## src/rtl/u8d_pkg.sv

```systemverilog
// shared types, constants and helper functions for the utf-8 decoder
// no dependencies
`timescale 1ns / 1ps
`default_nettype none

package u8d_pkg;

    typedef enum logic [1:0] {
        STATUS_OK       = 2'd0,
        STATUS_OVERLONG = 2'd1,
        STATUS_STRAY    = 2'd2
    } status_t;

    // lead byte classes, the value equals the sequence length for multi-byte leads
    localparam logic [2:0] CLASS_ASCII = 3'd0;
    localparam logic [2:0] CLASS_STRAY = 3'd1;
    localparam logic [2:0] CLASS_TWO   = 3'd2;
    localparam logic [2:0] CLASS_THREE = 3'd3;
    localparam logic [2:0] CLASS_FOUR  = 3'd4;
    localparam logic [2:0] CLASS_FIVE  = 3'd5;
    localparam logic [2:0] CLASS_SIX   = 3'd6;

    localparam logic [7:0] CONT_MASK = 8'h3f;

    typedef struct packed {
        logic        valid;
        logic [31:0] code_point;
        status_t     status;
    } result_t;

    function automatic logic [2:0] lead_class(input logic [7:0] b);
        logic [2:0] n;
        priority if (b <= 8'h7f) n = CLASS_ASCII;
        else if (b <= 8'hbf)     n = CLASS_STRAY;
        else if (b <= 8'hdf)     n = CLASS_TWO;
        else if (b <= 8'hef)     n = CLASS_THREE;
        else if (b <= 8'hf7)     n = CLASS_FOUR;
        else if (b <= 8'hfb)     n = CLASS_FIVE;
        else                     n = CLASS_SIX;
        return n;
    endfunction

    function automatic logic [7:0] payload_mask(input logic [2:0] n);
        logic [7:0] m;
        unique case (n)
            CLASS_ASCII: m = 8'h7f;
            CLASS_STRAY: m = 8'h3f;
            CLASS_TWO:   m = 8'h1f;
            CLASS_THREE: m = 8'h0f;
            CLASS_FOUR:  m = 8'h07;
            default:     m = 8'h03;
        endcase
        return m;
    endfunction

    function automatic logic [31:0] min_value(input logic [2:0] n);
        logic [31:0] v;
        unique case (n)
            CLASS_TWO:   v = 32'h0000_0080;
            CLASS_THREE: v = 32'h0000_0800;
            CLASS_FOUR:  v = 32'h0001_0000;
            CLASS_FIVE:  v = 32'h0020_0000;
            CLASS_SIX:   v = 32'h0400_0000;
            default:     v = 32'h0000_0000;
        endcase
        return v;
    endfunction

endpackage

`default_nettype wire

```

## src/rtl/u8d_in_stage.sv

```systemverilog
// input register stage: holds one byte beat until the decode step takes it
// uses no package
`timescale 1ns / 1ps
`default_nettype none

module u8d_in_stage (
    input  wire logic       clk,
    input  wire logic       rst_n,
    input  wire logic       s_axis_tvalid,
    output logic            s_axis_tready,
    input  wire logic [7:0] s_axis_tdata,
    input  wire logic       consume,
    output logic            item_valid,
    output logic [7:0]      item_byte
);

    logic       valid_reg, valid_next;
    logic [7:0] byte_reg;

    assign s_axis_tready = !valid_reg || consume;

    always_comb
    begin
        valid_next = valid_reg;
        if (s_axis_tready)
        begin
            valid_next = s_axis_tvalid;
        end
    end

    always_ff @(posedge clk or negedge rst_n)
    begin
        if (!rst_n)
        begin
            valid_reg <= 1'b0;
        end
        else
        begin
            valid_reg <= valid_next;
        end
    end

    always_ff @(posedge clk)
    begin
        if (s_axis_tvalid && s_axis_tready)
        begin
            byte_reg <= s_axis_tdata;
        end
    end

    assign item_valid = valid_reg;
    assign item_byte  = byte_reg;

endmodule

`default_nettype wire

```

## src/rtl/u8d_step.sv

```systemverilog
// decode step: sequence state registers and the per-byte update logic
// depends on u8d_pkg
`timescale 1ns / 1ps
`default_nettype none

module u8d_step (
    input  wire logic       clk,
    input  wire logic       rst_n,
    input  wire logic       advance,
    input  wire logic [7:0] item_byte,
    output u8d_pkg::result_t result
);

    logic [31:0] acc_reg, acc_next;
    logic [2:0]  rem_reg, rem_next;
    logic [2:0]  len_reg, len_next;
    logic [2:0]  lead_n;
    logic [2:0]  len_clamped;

    assign lead_n      = u8d_pkg::lead_class(item_byte);
    assign len_clamped = (len_reg > u8d_pkg::CLASS_SIX) ? u8d_pkg::CLASS_SIX : len_reg;

    always_comb
    begin
        acc_next = acc_reg;
        rem_next = rem_reg;
        len_next = len_reg;
        if (rem_reg != 3'd0)
        begin
            // continuation position, byte is not checked
            acc_next = {acc_reg[25:0], item_byte[5:0]};
            rem_next = rem_reg - 3'd1;
        end
        else
        begin
            acc_next = {24'd0, item_byte & u8d_pkg::payload_mask(lead_n)};
            len_next = lead_n;
            if (lead_n >= u8d_pkg::CLASS_TWO)
            begin
                rem_next = lead_n - 3'd1;
            end
        end
    end

    always_comb
    begin
        result.valid      = 1'b0;
        result.code_point = acc_next;
        result.status     = u8d_pkg::STATUS_OK;
        if (rem_reg != 3'd0)
        begin
            result.valid = (rem_reg == 3'd1);
            if (acc_next < u8d_pkg::min_value(len_clamped))
            begin
                result.status = u8d_pkg::STATUS_OVERLONG;
            end
        end
        else if (lead_n == u8d_pkg::CLASS_ASCII)
        begin
            result.valid = 1'b1;
        end
        else if (lead_n == u8d_pkg::CLASS_STRAY)
        begin
            result.valid  = 1'b1;
            result.status = u8d_pkg::STATUS_STRAY;
        end
    end

    always_ff @(posedge clk or negedge rst_n)
    begin
        if (!rst_n)
        begin
            acc_reg <= 32'd0;
            rem_reg <= 3'd0;
            len_reg <= 3'd0;
        end
        else if (advance)
        begin
            acc_reg <= acc_next;
            rem_reg <= rem_next;
            len_reg <= len_next;
        end
    end

    a_rem_bounded: assert property (@(posedge clk) disable iff (!rst_n)
        rem_reg <= 3'd5)
        else $error("bytes remaining above five");

    a_rem_below_len: assert property (@(posedge clk) disable iff (!rst_n)
        (rem_reg != 3'd0) |-> (len_reg >= u8d_pkg::CLASS_TWO && rem_reg < len_reg))
        else $error("open sequence inconsistent with its length");

    a_stray_six_bits: assert property (@(posedge clk) disable iff (!rst_n)
        (result.valid && result.status == u8d_pkg::STATUS_STRAY)
            |-> (result.code_point[31:6] == 26'd0))
        else $error("stray result wider than six bits");

    a_open_no_result: assert property (@(posedge clk) disable iff (!rst_n)
        (rem_reg > 3'd1) |-> !result.valid)
        else $error("result emitted in the middle of a sequence");

endmodule

`default_nettype wire

```

## src/rtl/u8d_out_reg.sv

```systemverilog
// output result register toward the master-side stream
// depends on u8d_pkg
`timescale 1ns / 1ps
`default_nettype none

module u8d_out_reg (
    input  wire logic             clk,
    input  wire logic             rst_n,
    input  wire logic             advance,
    input  wire u8d_pkg::result_t result,
    output logic                  free,
    output logic                  m_axis_tvalid,
    input  wire logic             m_axis_tready,
    output logic [31:0]           m_axis_tdata,
    output logic [1:0]            m_axis_tuser
);

    logic             valid_reg, valid_next;
    logic [31:0]      code_reg;
    u8d_pkg::status_t status_reg;
    logic             load;

    assign free = !valid_reg || m_axis_tready;
    assign load = advance && result.valid;

    always_comb
    begin
        valid_next = valid_reg;
        if (load)
        begin
            valid_next = 1'b1;
        end
        else if (m_axis_tready)
        begin
            valid_next = 1'b0;
        end
    end

    always_ff @(posedge clk or negedge rst_n)
    begin
        if (!rst_n)
        begin
            valid_reg <= 1'b0;
        end
        else
        begin
            valid_reg <= valid_next;
        end
    end

    always_ff @(posedge clk)
    begin
        if (load)
        begin
            code_reg   <= result.code_point;
            status_reg <= result.status;
        end
    end

    assign m_axis_tvalid = valid_reg;
    assign m_axis_tdata  = code_reg;
    assign m_axis_tuser  = status_reg;

endmodule

`default_nettype wire

```

## src/rtl/utf8_to_code_point_decoder.sv

```systemverilog
// top level of the legacy six-byte utf-8 decoder
// depends on u8d_pkg, u8d_in_stage, u8d_step, u8d_out_reg
//
//   channel   direction  payload                                    beat
//   s_axis    in         tdata[7:0] byte_in                         one raw byte
//   m_axis    out        tdata[31:0] code_point, tuser[1:0] status  one decoded char
//
// one byte beat is taken every cycle while m_axis does not stall; each byte passes an
// input register, the decode logic (shift by six and or, one 32-bit overlong compare)
// and the output register, from which its result leaves. multi-byte leads and
// continuation bytes that do not end a sequence cause no output beat.
// reset clears the open sequence, the accumulator and both valid flags.
// a stall on m_axis holds the decode step only while the output register is
// full and not taken; s_axis stalls once the input register also fills.
`timescale 1ns / 1ps
`default_nettype none

module utf8_to_code_point_decoder (
    input  wire logic        clk,
    input  wire logic        rst_n,
    input  wire logic        s_axis_tvalid,
    output logic             s_axis_tready,
    input  wire logic [7:0]  s_axis_tdata,   // [7:0] byte_in
    output logic             m_axis_tvalid,
    input  wire logic        m_axis_tready,
    output logic [31:0]      m_axis_tdata,   // [31:0] code_point
    output logic [1:0]       m_axis_tuser    // [1:0] status
);

    logic             item_valid;
    logic [7:0]       item_byte;
    logic             out_free;
    logic             advance;
    u8d_pkg::result_t result;

    // the decode step moves whenever a byte is held and the result slot can take it
    assign advance = item_valid && out_free;

    u8d_in_stage u_in (
        .clk           (clk),
        .rst_n         (rst_n),
        .s_axis_tvalid (s_axis_tvalid),
        .s_axis_tready (s_axis_tready),
        .s_axis_tdata  (s_axis_tdata),
        .consume       (advance),
        .item_valid    (item_valid),
        .item_byte     (item_byte)
    );

    u8d_step u_step (
        .clk       (clk),
        .rst_n     (rst_n),
        .advance   (advance),
        .item_byte (item_byte),
        .result    (result)
    );

    u8d_out_reg u_out (
        .clk           (clk),
        .rst_n         (rst_n),
        .advance       (advance),
        .result        (result),
        .free          (out_free),
        .m_axis_tvalid (m_axis_tvalid),
        .m_axis_tready (m_axis_tready),
        .m_axis_tdata  (m_axis_tdata),
        .m_axis_tuser  (m_axis_tuser)
    );

endmodule

`default_nettype wire
```

## config.mk

```make
export PLATFORM = sky130hd
export DESIGN_NAME = utf8_to_code_point_decoder
export DESIGN_NICKNAME = d
export VERILOG_FILES = /design/src/rtl/u8d_pkg.sv /design/src/rtl/u8d_in_stage.sv /design/src/rtl/u8d_step.sv /design/src/rtl/u8d_out_reg.sv /design/src/rtl/utf8_to_code_point_decoder.sv
export SDC_FILE = /design/constraint.sdc
export NUM_CORES = 1
export LEC_CHECK = 0
export BUFFER_PORTS_ARGS = -buffer_cell sky130_fd_sc_hd__clkbuf_2
export CORE_MARGIN = 4
export CORE_UTILIZATION = 60
export DETAILED_ROUTE_END_ITERATION = 10
export PLACE_DENSITY = 0.91
export SLEW_MARGIN = 20
export SYNTH_ARGS = -nofsm -noshare
export SYNTH_HDL_FRONTEND = slang
export SYNTH_SLANG_ARGS = --single-unit
export TNS_END_PERCENT = 10
```

## constraint.sdc

```tcl
create_clock -name clk -period 8.5 [get_ports clk]
set_input_delay 1.275 -clock clk [delete_from_list [all_inputs] [get_ports clk]]
set_output_delay 1.275 -clock clk [all_outputs]
set_load 0.05 [all_outputs]
```

Yosys cells after proc, flatten, opt, wreduce, memory -nomap -nowiden
Index checks and enable logic that the tools add are counted.
{"block": "classes", "n_mux": 23, "magnitude_cmp": 9, "bitwise_logic": 2, "n_reduce_logical": 13, "addsub": 2, "eq_ne": 10}
{"cell": "$pmux W27 S5", "count": 1}
{"cell": "$mux W32", "count": 2}
{"cell": "$le A8 B8 Y1 const B", "count": 5}
{"cell": "$pmux W7 S5", "count": 1}
{"cell": "$lt A32 B32 Y1", "count": 1}
{"cell": "$mux W3", "count": 8}
{"cell": "$eq A3 B2 Y1 const B", "count": 4}
{"cell": "$eq A3 B3 Y1 const B", "count": 4}
{"cell": "$and A8 B8 Y8", "count": 1}
{"cell": "$le A8 B7 Y1 const B", "count": 1}
{"cell": "$mux W2", "count": 4}
{"cell": "$mux W8", "count": 1}
{"cell": "$eq A3 B1 Y1 const B", "count": 2}
{"cell": "$mux W1", "count": 6}
{"cell": "$sub A3 B1 Y3 const B", "count": 2}
{"cell": "$reduce_and A2 Y1", "count": 2}
{"cell": "$reduce_bool A2 Y1", "count": 2}
{"cell": "$ge A3 B2 Y1 const B", "count": 1}
{"cell": "$gt A3 B3 Y1 const B", "count": 1}
{"cell": "$logic_and A1 B1 Y1", "count": 3}
{"cell": "$logic_not A3 Y1", "count": 1}
{"cell": "$reduce_bool A3 Y1", "count": 1}
{"cell": "$logic_not A1 Y1", "count": 2}
{"cell": "$logic_or A1 B1 Y1", "count": 2}
{"cell": "$not A1 Y1", "count": 1}
{"block": "totals", "output_inout_bits": 36, "inputBits": 12, "reg_bits": 76, "word_cells": 67}

Logic depth before layout (Yosys ltp)
Gate-level depths: netlist (run 1).
{"block": "depth", "depth_word": 15, "mapped_depth": 9, "mapped_depth_nobuf": 9}

Hierarchy
From an unflattened synthesis (run 1), not the netlist that was laid out.
{"block": "unflattened", "cells_unflattened": 234, "area_unflattened_um2": 3288.2}
{"module": "u8d_step", "cells_each": 182, "seq_area_each_um2": 800.8, "n_inst": 1, "area_per_inst_um2": 1914.3}
{"module": "u8d_out_reg", "cells_each": 39, "seq_area_each_um2": 1046.0, "n_inst": 1, "area_per_inst_um2": 1073.5}
{"module": "u8d_in_stage", "cells_each": 12, "seq_area_each_um2": 265.3, "n_inst": 1, "area_per_inst_um2": 294.0}
{"module": "utf8_to_code_point_decoder", "cells_each": 1, "seq_area_each_um2": 0.0, "n_inst": 1, "area_per_inst_um2": 6.3}

Least setup slack after synthesis (run 1)
No wires, ideal clock.
{"block": "synth_timing", "path_type": "input-to-reg", "start": "input m_axis_tready", "end": "register u_out.code_reg[0], in the netlist u_out.m_axis_tdata[0] (enable)", "setup_slack_ps": 4674, "t_required_ps": 8071, "path_buffers": 2, "arrival_ps": 3397, "path_stages": 5, "path_cell_list": "nand2b_2 nand2_1 buf_2 buf_4 nor2b_1"}
{"block": "synth_between", "elab_chain_len": 3}
{"element": "from (decl)", "line": "utf8_to_code_point_decoder.sv:25", "source": "input wire logic m_axis_tready,"}
{"element": "$logic_or A1 B1 Y1", "line": "u8d_out_reg.sv:23", "source": "assign free = !valid_reg || m_axis_tready;"}
{"element": "$logic_and A1 B1 Y1", "line": "utf8_to_code_point_decoder.sv:37", "source": "assign advance = item_valid && out_free;"}
{"element": "$logic_and A1 B1 Y1", "line": "u8d_out_reg.sv:24", "source": "assign load = advance && result.valid;"}
{"element": "named net u_out.load", "line": "u8d_out_reg.sv:21", "source": "logic load;"}
{"element": "to (signal assigned)", "line": "u8d_out_reg.sv:55", "source": "code_reg <= result.code_point;"}
{"element": "to (decl)", "line": "u8d_out_reg.sv:19", "source": "logic [31:0] code_reg;"}
The timed path passes the listed nets, and every way through them passes these cells.
A chain may end at the register's enable or synchronous reset.

Worst setup path after layout (run 1)
{"block": "layout_timing", "start": "register u_in.byte_reg[3], in the netlist u_in.item_byte[3]", "end": "register u_out.code_reg[26], in the netlist u_out.m_axis_tdata[26] (enable)"}
{"block": "layout_between", "elab_chain_len": 12}
{"element": "from (decl)", "line": "u8d_in_stage.sv:18", "source": "logic [7:0] byte_reg;"}
{"element": "from (signal assigned)", "line": "u8d_in_stage.sv:47", "source": "byte_reg <= s_axis_tdata;"}
{"element": "$le A8 B8 Y1", "line": "u8d_pkg.sv:38", "source": "else if (b <= 8'hfb) n = CLASS_FIVE;"}
{"element": "$mux W2", "line": "u8d_pkg.sv:38"}
{"element": "$mux W3", "line": "u8d_pkg.sv:37", "source": "else if (b <= 8'hf7) n = CLASS_FOUR;"}
{"element": "$mux W3", "line": "u8d_pkg.sv:36", "source": "else if (b <= 8'hef) n = CLASS_THREE;"}
{"element": "$mux W3", "line": "u8d_pkg.sv:35", "source": "else if (b <= 8'hdf) n = CLASS_TWO;"}
{"element": "$mux W3", "line": "u8d_pkg.sv:34", "source": "else if (b <= 8'hbf) n = CLASS_STRAY;"}
{"element": "$mux W3 *", "line": "u8d_pkg.sv:33", "source": "priority if (b <= 8'h7f) n = CLASS_ASCII;"}
{"element": "named net u_step.lead_n[0]", "line": "u8d_step.sv:17", "source": "logic [2:0] lead_n;"}
{"element": "$eq A3 B1 Y1", "line": "u8d_step.sv:62", "source": "else if (lead_n == u8d_pkg::CLASS_STRAY)"}
{"element": "$mux W1", "line": "u8d_step.sv:62"}
{"element": "$mux W1 *", "line": "u8d_step.sv:58", "source": "else if (lead_n == u8d_pkg::CLASS_ASCII)"}
{"element": "$mux W1 *", "line": "u8d_step.sv:50", "source": "if (rem_reg != 3'd0)"}
{"element": "$logic_and A1 B1 Y1 *", "line": "u8d_out_reg.sv:24"}
{"element": "named net u_out.load", "line": "u8d_out_reg.sv:21"}
The timed path passes the listed nets; every way through them passes the cells marked *.

==> results of run 1 <==
## per-stage QoR
step                power [mW]  util, %  std cells
floorplan                 1.05        -        226
global placement          1.16     68.8        339
detailed placement        1.18     68.8        339
CTS                       1.48     72.8        355
global route              1.55     72.8        355
finish                    1.47     72.8        355
## how the worst max path moves through the flow
stage / startpoint / endpoint / slack (ns)
finish: u_in.item_byte[3] / u_out.m_axis_tdata[26] / 5.27
global route: u_in.item_byte[3] / u_out.m_axis_tdata[25] / 5.06
CTS: u_in.item_byte[3] / u_out.m_axis_tdata[31] / 5.28
detailed placement: m_axis_tready / u_out.m_axis_tdata[20] / 5.35
global placement: m_axis_tready / s_axis_tready / 5.39
floorplan: m_axis_tready / u_out.m_axis_tdata[0] / 4.67
## power by group through the flow
| stage | combinational [mW] | sequential [mW] | clock, mW |
|---|---|---|---|
| after global placement | 0.547 | 0.609 | 0 |
| after global routing | 0.616 | 0.621 | 0.316 |
| after floorplan | 0.283 | 0.766 | 0 |
| after detailed placement | 0.569 | 0.616 | 0 |
| final | 0.570 | 0.610 | 0.292 |
| after CTS | 0.574 | 0.609 | 0.294 |
## cell usage in the layout (no fill, tap or decap), drive strengths merged, types with 5 or more instances in the layout
cell type and instances:
o21ai 8, inv 7, nor2 5, ha 12, edfxtp 42, and2 26
nand2 15, clkbuf 58, mux2 25, dfrtp 34
## kinds of logic after synthesis
group / count (synthesis) / synth area share [%]
AO/OA/AOI/OAI: 28 / 6.82
adder cells (fa/ha/maj): 12 / 4.62
buffers and inverters: 14 / 2.04
flip-flops: 76 / 65.0
multiplexers: 27 / 9.28
AND/OR/NAND/NOR: 69 / 12.2
## per-layer routing
layer  share of wire (%)  vias up
li1                    -      930
met1                  41      917
met2                  50       79
met3                 6.2       15
met4                 2.6        0
met5                   0        -
## cell type report
type                            instances  area, µm²
Clock inverter                          5       76.3
Clock buffer                           11        131
Tap cell                               70       87.6
Fill cell                             316       1410
Inverter                                7       26.3
Timing Repair Buffer                   50        258
Multi-Input combinational cell        136       1070
Sequential cell                        76       2110
==> impl_metrics.yaml, run 1 <==
die:
  die_height_um: 81.6
  initial_core_util_pct: 62.8
  design.core.area_um2: 5170
  die_area_um2: 6660
  fp.dieW_um: 81.6
  row_count: 26
  io_pins: 48
timing:
  worstMarginPinSlew_ns: 0.858
  rsz0062_at_grt: "no"
  post-route-min-period_ns: 3.23
  fmax_ghz: 0.310
  setup_viol: 0
  holdWs_ns: 0.452
  relSlewSlack_pct: 42.8
  drv_slew: 0
  fin_ws_ns: 5.27
  fin_worst_skew_ns: 0.00756
  fin_crit_sh_pct: 38.0
  tns_ns: 0
  hold_viol_final: 0
logic_synthesis:
  yosys_register_bits: 76
  synth_cells: 226
  synth_area_leaders: "edfxtp_1 (39%), dfrtp_1 (26%), mux2_2 (8.7%)"
  synth_enable_flop_cells: 42
  synth_nets: 250
  syn_area_um2: 3250
  syn_area_per_cell_um2: 14.4
  yosysMostFrequentCell: "edfxtp_1"
  synth.largest_area_cell: "edfxtp_1"
  yosysTopAreaCellShare_pct: 38.8
  ys_warn_count: 0
  synthDistinctLibCells: 42
  ys_seq_area_share_pct: 65.0
  synthArstFlopShare_pct: 44.7
  ys_top_cells_by_count: "edfxtp_1 (42), dfrtp_1 (34), and2_1 (25), mux2_2 (25), nand2_1 (15)"
  synth-main-ff-cell: "edfxtp_1"
pwr:
  leakage_nw: 1.60
  p_sw_mw: 0.575
  p_int_mw: 0.896
  p_sw_share_pct: 39.1
  power_frac_clock_pct: 19.8
  seqPwrFrac_pct: 41.5
  p_comb_share_pct: 38.7
  peakVddDrop_uv: 226
  powerDensity_nw_per_um2: 391
worst_hold_path:
  worstHoldPathType: "flip-flop to flip-flop"
  hold_start: "u_in.item_byte[1]"
  whs_path_depth: 0
  worstHoldEndpoint: "u_out.m_axis_tdata[1]"
place:
  io_buffers: 47
  dp_hpwl_um: 3940
  pre_cts_slack_ns: 5.35
  place_congestion: 0.806
  post_dp_cell_area_um2: 3560
clock_tree:
  cts.sinks: 76
  cts_resized: 0
  clk_latency_ns: 0.35
  cts_buffer_depth: 2
  cts_root_buf: "clkbuf_8"
  cts_htree_levels: 3
  hold_buffers: 0
  cts_tree: "yes"
  numCtsBuffers: 9
  clk_pin_slew_ns: 0.07
  postCtsSetupBuffers: 0
critical_path:
  r2r_start: "u_in.item_byte[3]"
  crit_required_ns: 8.53
  cp_cell_sequence: "nand2b_1, a21boi_0, o21a_1, inv_1, ha_1, ha_1, a21oi_1, a211oi_1, nor2b_2, buf_4"
  cpMostUsedCell: "ha_1"
  worstPathMaxFanout: 23
  cp_slowest_cell: "nor2b_2"
  rr_worst_depth: 10
  critical_path_class: "flip-flop to flip-flop"
  rrSetupSlack_ns: 5.27
  end_kind: "flip-flop"
  cp_top_family: "simple AND/OR/NAND/NOR gates"
  worst-path-stages: 10
  critPathArrivalTime_ns: 3.26
  start_kind: "flip-flop"
  slowest_delay_ns: 0.64
  reg2reg_to: "u_out.m_axis_tdata[26]"
  path_buf_inv: 2
finish:
  largest_register_ffs: 32
  areaGrowthSynthToFinish_pct: 15.9
  layout-drive-gt1-share_pct: 33.7
  diodes: 0
  layout.cell_area.non_filler_um2: 3760
  finalNetCount: 304
global_route:
  antenna_found_initial: 0
  grt_pass1_vias: 1979
  grt-ovfl-total: 0
  grt_use_met3_pct: 5.15
  grt_most_used_layer: "met2"
  grt_max_degree: 35
  grt_usage_pct: 19.7
  grt_use_met1_pct: 24.3
  gr-usage-met2_pct: 32.7
  grt_first_pass_wirelength_um: 9470
routing:
  ant_nets: 0
  viasPerCell: 5.47
  drt_iter0_drc: 132
  drc: 0
  drt-total-wl_um: 5840
  via_count: 1941
  wl_per_cell_um: 16.4
  first_pass_iters: 5
flow_run:
  maxCapViolations: 0
run_status:
  status: "completed"
No activity file was read; power rests on OpenSTA's default activity.
==> run 2: changes to the inputs <==
--- a/config.mk
+++ b/config.mk
@@ -7,9 +7,9 @@
 export LEC_CHECK = 0
 export BUFFER_PORTS_ARGS = -buffer_cell sky130_fd_sc_hd__clkbuf_2
 export CORE_MARGIN = 4
-export CORE_UTILIZATION = 60
+export CORE_UTILIZATION = 56
 export DETAILED_ROUTE_END_ITERATION = 10
-export PLACE_DENSITY = 0.91
+export PLACE_DENSITY = 0.87
 export SLEW_MARGIN = 20
 export SYNTH_ARGS = -nofsm -noshare
 export SYNTH_HDL_FRONTEND = slang
==> constraint.sdc (replaced) <==
create_clock -name clk -period 3 [get_ports clk]
set_input_delay 0.45 -clock clk [delete_from_list [all_inputs] [get_ports clk]]
set_output_delay 0.45 -clock clk [all_outputs]
set_load 0.05 [all_outputs]
==> impl_metrics.yaml, run 2 (synthesized netlist as in run 1, its figures left out) <==
finish:
  diodes: 0
  finalNetCount: 306
  layout-drive-gt1-share_pct: 34.6
  largest_register_ffs: 32
  areaGrowthSynthToFinish_pct: 16.6
  utilization_pct: 68.0
  final_common_cell: "clkbuf_2"
  final_cell_mix: "clkbuf_2 (47), edfxtp_1 (42), dfrtp_1 (34)"
clock_tree:
  cts_root_buf: "clkbuf_8"
  cts_resized: 0
  cts_buffer_depth: 2
  clk_pin_slew_ns: 0.07
  hold_buffers: 0
  numCtsBuffers: 9
  postCtsSetupBuffers: 0
  clk_latency_ns: 0.35
  cts_htree_levels: 3
  cts_tree: "yes"
  cts.sinks: 76
routing:
  drc: 0
  via_count: 1956
  viasPerCell: 5.46
  first_pass_iters: 4
  drt-total-wl_um: 5770
  ant_nets: 0
  drt_iter0_drc: 114
  wl_per_cell_um: 16.1
place:
  place_congestion: 0.838
  dp_hpwl_um: 4000
  io_buffers: 47
die:
  die_height_um: 84.2
  initial_core_util_pct: 58.3
  design.core.area_um2: 5570
  die_area_um2: 7090
  fp.dieW_um: 84.2
  row_count: 27
  io_pins: 48
run_status:
  status: "completed"
critical_path:
  worstPathMaxFanout: 15
  slowest_delay_ns: 0.41
  critPathArrivalTime_ns: 2.89
  cp_slowest_cell: "dfrtp_1"
  end_kind: "flip-flop"
  crit_required_ns: 3.22
  start_kind: "flip-flop"
  cp_cell_sequence: "inv_1, ha_1, nand2b_1, and2_1, ha_1, a211o_1, o41ai_1, o2111a_1"
  critical_path_class: "flip-flop to flip-flop"
  cpMostUsedCell: "ha_1"
global_route:
  grt-ovfl-total: 0
  grt_max_degree: 35
  antenna_found_initial: 0
  grt_first_pass_wirelength_um: 9700
  grt_usage_pct: 18.0
  grt_pass1_vias: 1974
timing:
  setup_viol: 0
  fin_crit_sh_pct: 88.9
  tns_ns: 0
  worstMarginPinSlew_ns: 0.876
  fmax_ghz: 0.375
  hold_viol_final: 0
  rsz0062_at_grt: "no"
  drv_slew: 0
  post-route-min-period_ns: 2.67
  relSlewSlack_pct: 41.6
  fin_worst_skew_ns: 0.00410
worst_hold_path:
  worstHoldPathType: "primary input to asynchronous set/reset pin"
pwr:
  leakage_nw: 1.62
  powerDensity_nw_per_um2: 1100
  peakVddDrop_uv: 531
flow_run:
  maxCapViolations: 0
[run 2: changes by cell type in the layout (fill, tap and decap cells not counted), sizes merged]
cell,delta
buf,+2
clkinvlp,-1
[run 2: final timing paths]
path	start	to	slack (ns)	depth (start not counted)
worst min register to register	u_in.item_byte[0]	u_out.m_axis_tdata[0]	0.45	0
min in group clk	s_axis_tdata[3]	u_in.item_byte[3]	0.27	1
worst min-delay path	rst_n	u_step.acc_reg[1]	0.21	1
worst max-delay path	u_step.rem_reg[0]	u_out.m_axis_tuser[0]	0.33	8
worst max register to register	u_step.rem_reg[0]	u_out.m_axis_tuser[0]	0.33	8
max in group asynchronous	rst_n	u_in.item_valid	2.24	1
[run 2: metal layers]
metal,GRT usage (%),wire length (µm),vias to the layer above
li1,-,-,938
met1,21.6,2470,950
met2,30.0,2850,57
met3,5.30,326,11
met4,8.33,126,0
met5,0,0,-
[run 2: worst max-delay path, delay by kind of cell, from the launching register on]
family | cells | cell delay (ns)
simple gates | 2 | 0.59
buf+inv | 1 | 0.09
flops | 1 | 0.41
compound gates | 3 | 0.89
fa+ha+maj | 2 | 0.57
[run 2: power by group]
group          switching, mW  internal, mW  total [mW]  leakage [nW]
Sequential             0.198          1.53        1.73         0.822
Clock                  0.357         0.487       0.844         0.109
Combinational           1.06         0.554        1.61         0.687
[run 2: cell type report]
| type | instances | area [µm²] |
|---|---|---|
| Clock buffer | 11 | 141 |
| Multi-Input combinational cell | 136 | 1070 |
| Fill cell | 384 | 1780 |
| Clock inverter | 4 | 73.8 |
| Inverter | 7 | 26.3 |
| Sequential cell | 76 | 2110 |
| Tap cell | 72 | 90.1 |
| Timing Repair Buffer | 52 | 273 |
[run 2: per-stage QoR]
stage / instances / worst slack [ns] / hold slack (ns) / cell area [µm²] / total power [mW]
after floorplan: 226 / 0.120 / 0.154 / 3250 / 2.97
after global placement: 343 / 0.574 / 0.443 / 3570 / 3.30
after detailed placement: 343 / 0.421 / 0.435 / 3570 / 3.36
after CTS: 358 / 0.301 / 0.227 / 3790 / 4.22
after global routing: 358 / 0.211 / 0.254 / 3790 / 4.42
final: 358 / 0.332 / 0.206 / 3790 / 4.18
==> run 3: changes to the inputs <==
==> constraint.sdc (replaced) <==
create_clock -name clk -period 2.6 [get_ports clk]
set_input_delay 0.39 -clock clk [delete_from_list [all_inputs] [get_ports clk]]
set_output_delay 0.39 -clock clk [all_outputs]
set_load 0.05 [all_outputs]
==> impl_metrics.yaml, run 3 (synthesized netlist as in run 1, its figures left out) <==
run_status:
  status: "completed"
finish:
  finalNetCount: 307
  largest_register_ffs: 32
  final_common_cell: "clkbuf_2"
  diodes: 0
  final_cell_mix: "clkbuf_2 (47), edfxtp_1 (42), dfrtp_1 (34)"
  layout-drive-gt1-share_pct: 35.8
  final_cells: 360
  areaGrowthSynthToFinish_pct: 17.9
  utilization_pct: 68.7
timing:
  setup_viol: 0
  fmax_ghz: 0.404
  worstMarginPinSlew_ns: 0.869
  drv_slew: 0
  relSlewSlack_pct: 42.1
  post-route-min-period_ns: 2.48
  hold_viol_final: 0
  fin_worst_skew_ns: 0.00859
  fin_crit_sh_pct: 95.2
critical_path:
  critical_path_class: "flip-flop to flip-flop"
  end_kind: "flip-flop"
  rr_worst_depth: 10
  worstPathMaxFanout: 14
  start_kind: "flip-flop"
  critPathArrivalTime_ns: 2.53
  crit_required_ns: 2.66
clock_tree:
  clk_pin_slew_ns: 0.08
  cts_tree: "yes"
  cts_root_buf: "clkbuf_8"
  cts_htree_levels: 3
  clk_latency_ns: 0.35
  cts.sinks: 76
  numCtsBuffers: 9
  cts_buffer_depth: 2
global_route:
  grt_first_pass_wirelength_um: 9410
  grt-ovfl-total: 0
  grt_pass1_vias: 1929
  antenna_found_initial: 0
  grt_max_degree: 35
  grt_usage_pct: 17.3
pwr:
  p_sw_share_pct: 38.9
  power_frac_clock_pct: 20.4
  leakage_nw: 1.63
  seqPwrFrac_pct: 40.8
  p_sw_mw: 1.90
  p_comb_share_pct: 38.8
  p_int_mw: 2.99
  powerDensity_nw_per_um2: 1270
  peakVddDrop_uv: 647
routing:
  drc: 0
  routed.top_layer: "met4"
  drt_iter0_drc: 71
  wl_met3_um: 301
  route.met2.wl_um: 2800
  via_count: 1932
  met1_length_um: 2550
  first_pass_iters: 4
  drt-total-wl_um: 5750
  viasPerCell: 5.37
  wl_per_cell_um: 16.0
  ant_nets: 0
worst_hold_path:
  worstHoldPathType: "primary input to asynchronous set/reset pin"
place:
  dp_cells: 344
  io_buffers: 47
  dp_hpwl_um: 4070
  place_congestion: 0.829
die:
  design.core.area_um2: 5570
  die_height_um: 84.2
  io_pins: 48
  row_count: 27
  initial_core_util_pct: 58.3
  fp.dieW_um: 84.2
  die_area_um2: 7090
flow_run:
  maxCapViolations: 0
[run 3: area by class of cell]
type	instances	area (µm²)
Fill cell	404	1740
Multi-Input combinational cell	136	1080
Timing Repair Buffer	53	297
Clock buffer	9	124
Tap cell	72	90.1
Clock inverter	7	98.8
Sequential cell	76	2110
Inverter	7	26.3
[run 3: what timing repair did]
action / CTS / global route
endpoints found under the setup margin: 0 / 29
hold buffers: 0 / 0
gates resized for setup: 0 / 2
buffers inserted: 0 / 0
endpoints found under the hold margin: 0 / 0
[run 3: metrics by stage]
step	setup TNS, ns	worst slack, ns	hold WS (ns)	instance area, µm²	total power, mW
finish	0	0.124	0.131	3830	4.88
global route	-0.196	-0.0199	0.194	3830	5.15
CTS	0	0.0394	0.164	3820	4.92
detailed placement	0	0.0786	0.448	3600	3.91
global placement	0	0.228	0.425	3600	3.84
floorplan	0	0.0678	0.0944	3260	3.43
[run 3: path summary, 6_finish.rpt]
check,from,endpoint,slack (ns)
max,u_in.item_byte[3],u_out.m_axis_tdata[10],0.12
min,rst_n,u_step.acc_reg[3],0.13
max reg2reg,u_in.item_byte[3],u_out.m_axis_tdata[10],0.12
min reg2reg,u_in.item_byte[0],u_out.m_axis_tdata[0],0.45
max in group asynchronous,rst_n,u_step.acc_reg[25],1.91
min in group clk,s_axis_tdata[2],u_in.item_byte[2],0.21
[run 3: worst max-delay path: stages (launching register included)]
cell      delay [ns]
edfxtp_1        0.43
nand2b_1        0.10
a21boi_0        0.10
o21a_1          0.22
inv_1           0.13
ha_1            0.19
ha_1            0.21
a21oi_1         0.08
a211oi_2        0.28
nor2b_4         0.24
buf_6           0.20
[run 3: power by group through the flow]
stage / sequential (mW) / combinational [mW] / clock, mW
4_1_cts: 2.00 / 1.91 / 1.01
2_1_floorplan: 2.50 / 0.937 / 0
3_3_place_gp: 2.00 / 1.85 / 0
3_5_place_dp: 2.02 / 1.89 / 0
5_1_grt: 2.05 / 2.04 / 1.07
6_report: 1.99 / 1.90 / 0.996
[run 3: layer usage]
layer	global-route usage [%]	up-vias
met5	0	-
met4	9.36	0
met3	3.63	11
met2	28.1	54
met1	21.9	928
li1	-	939
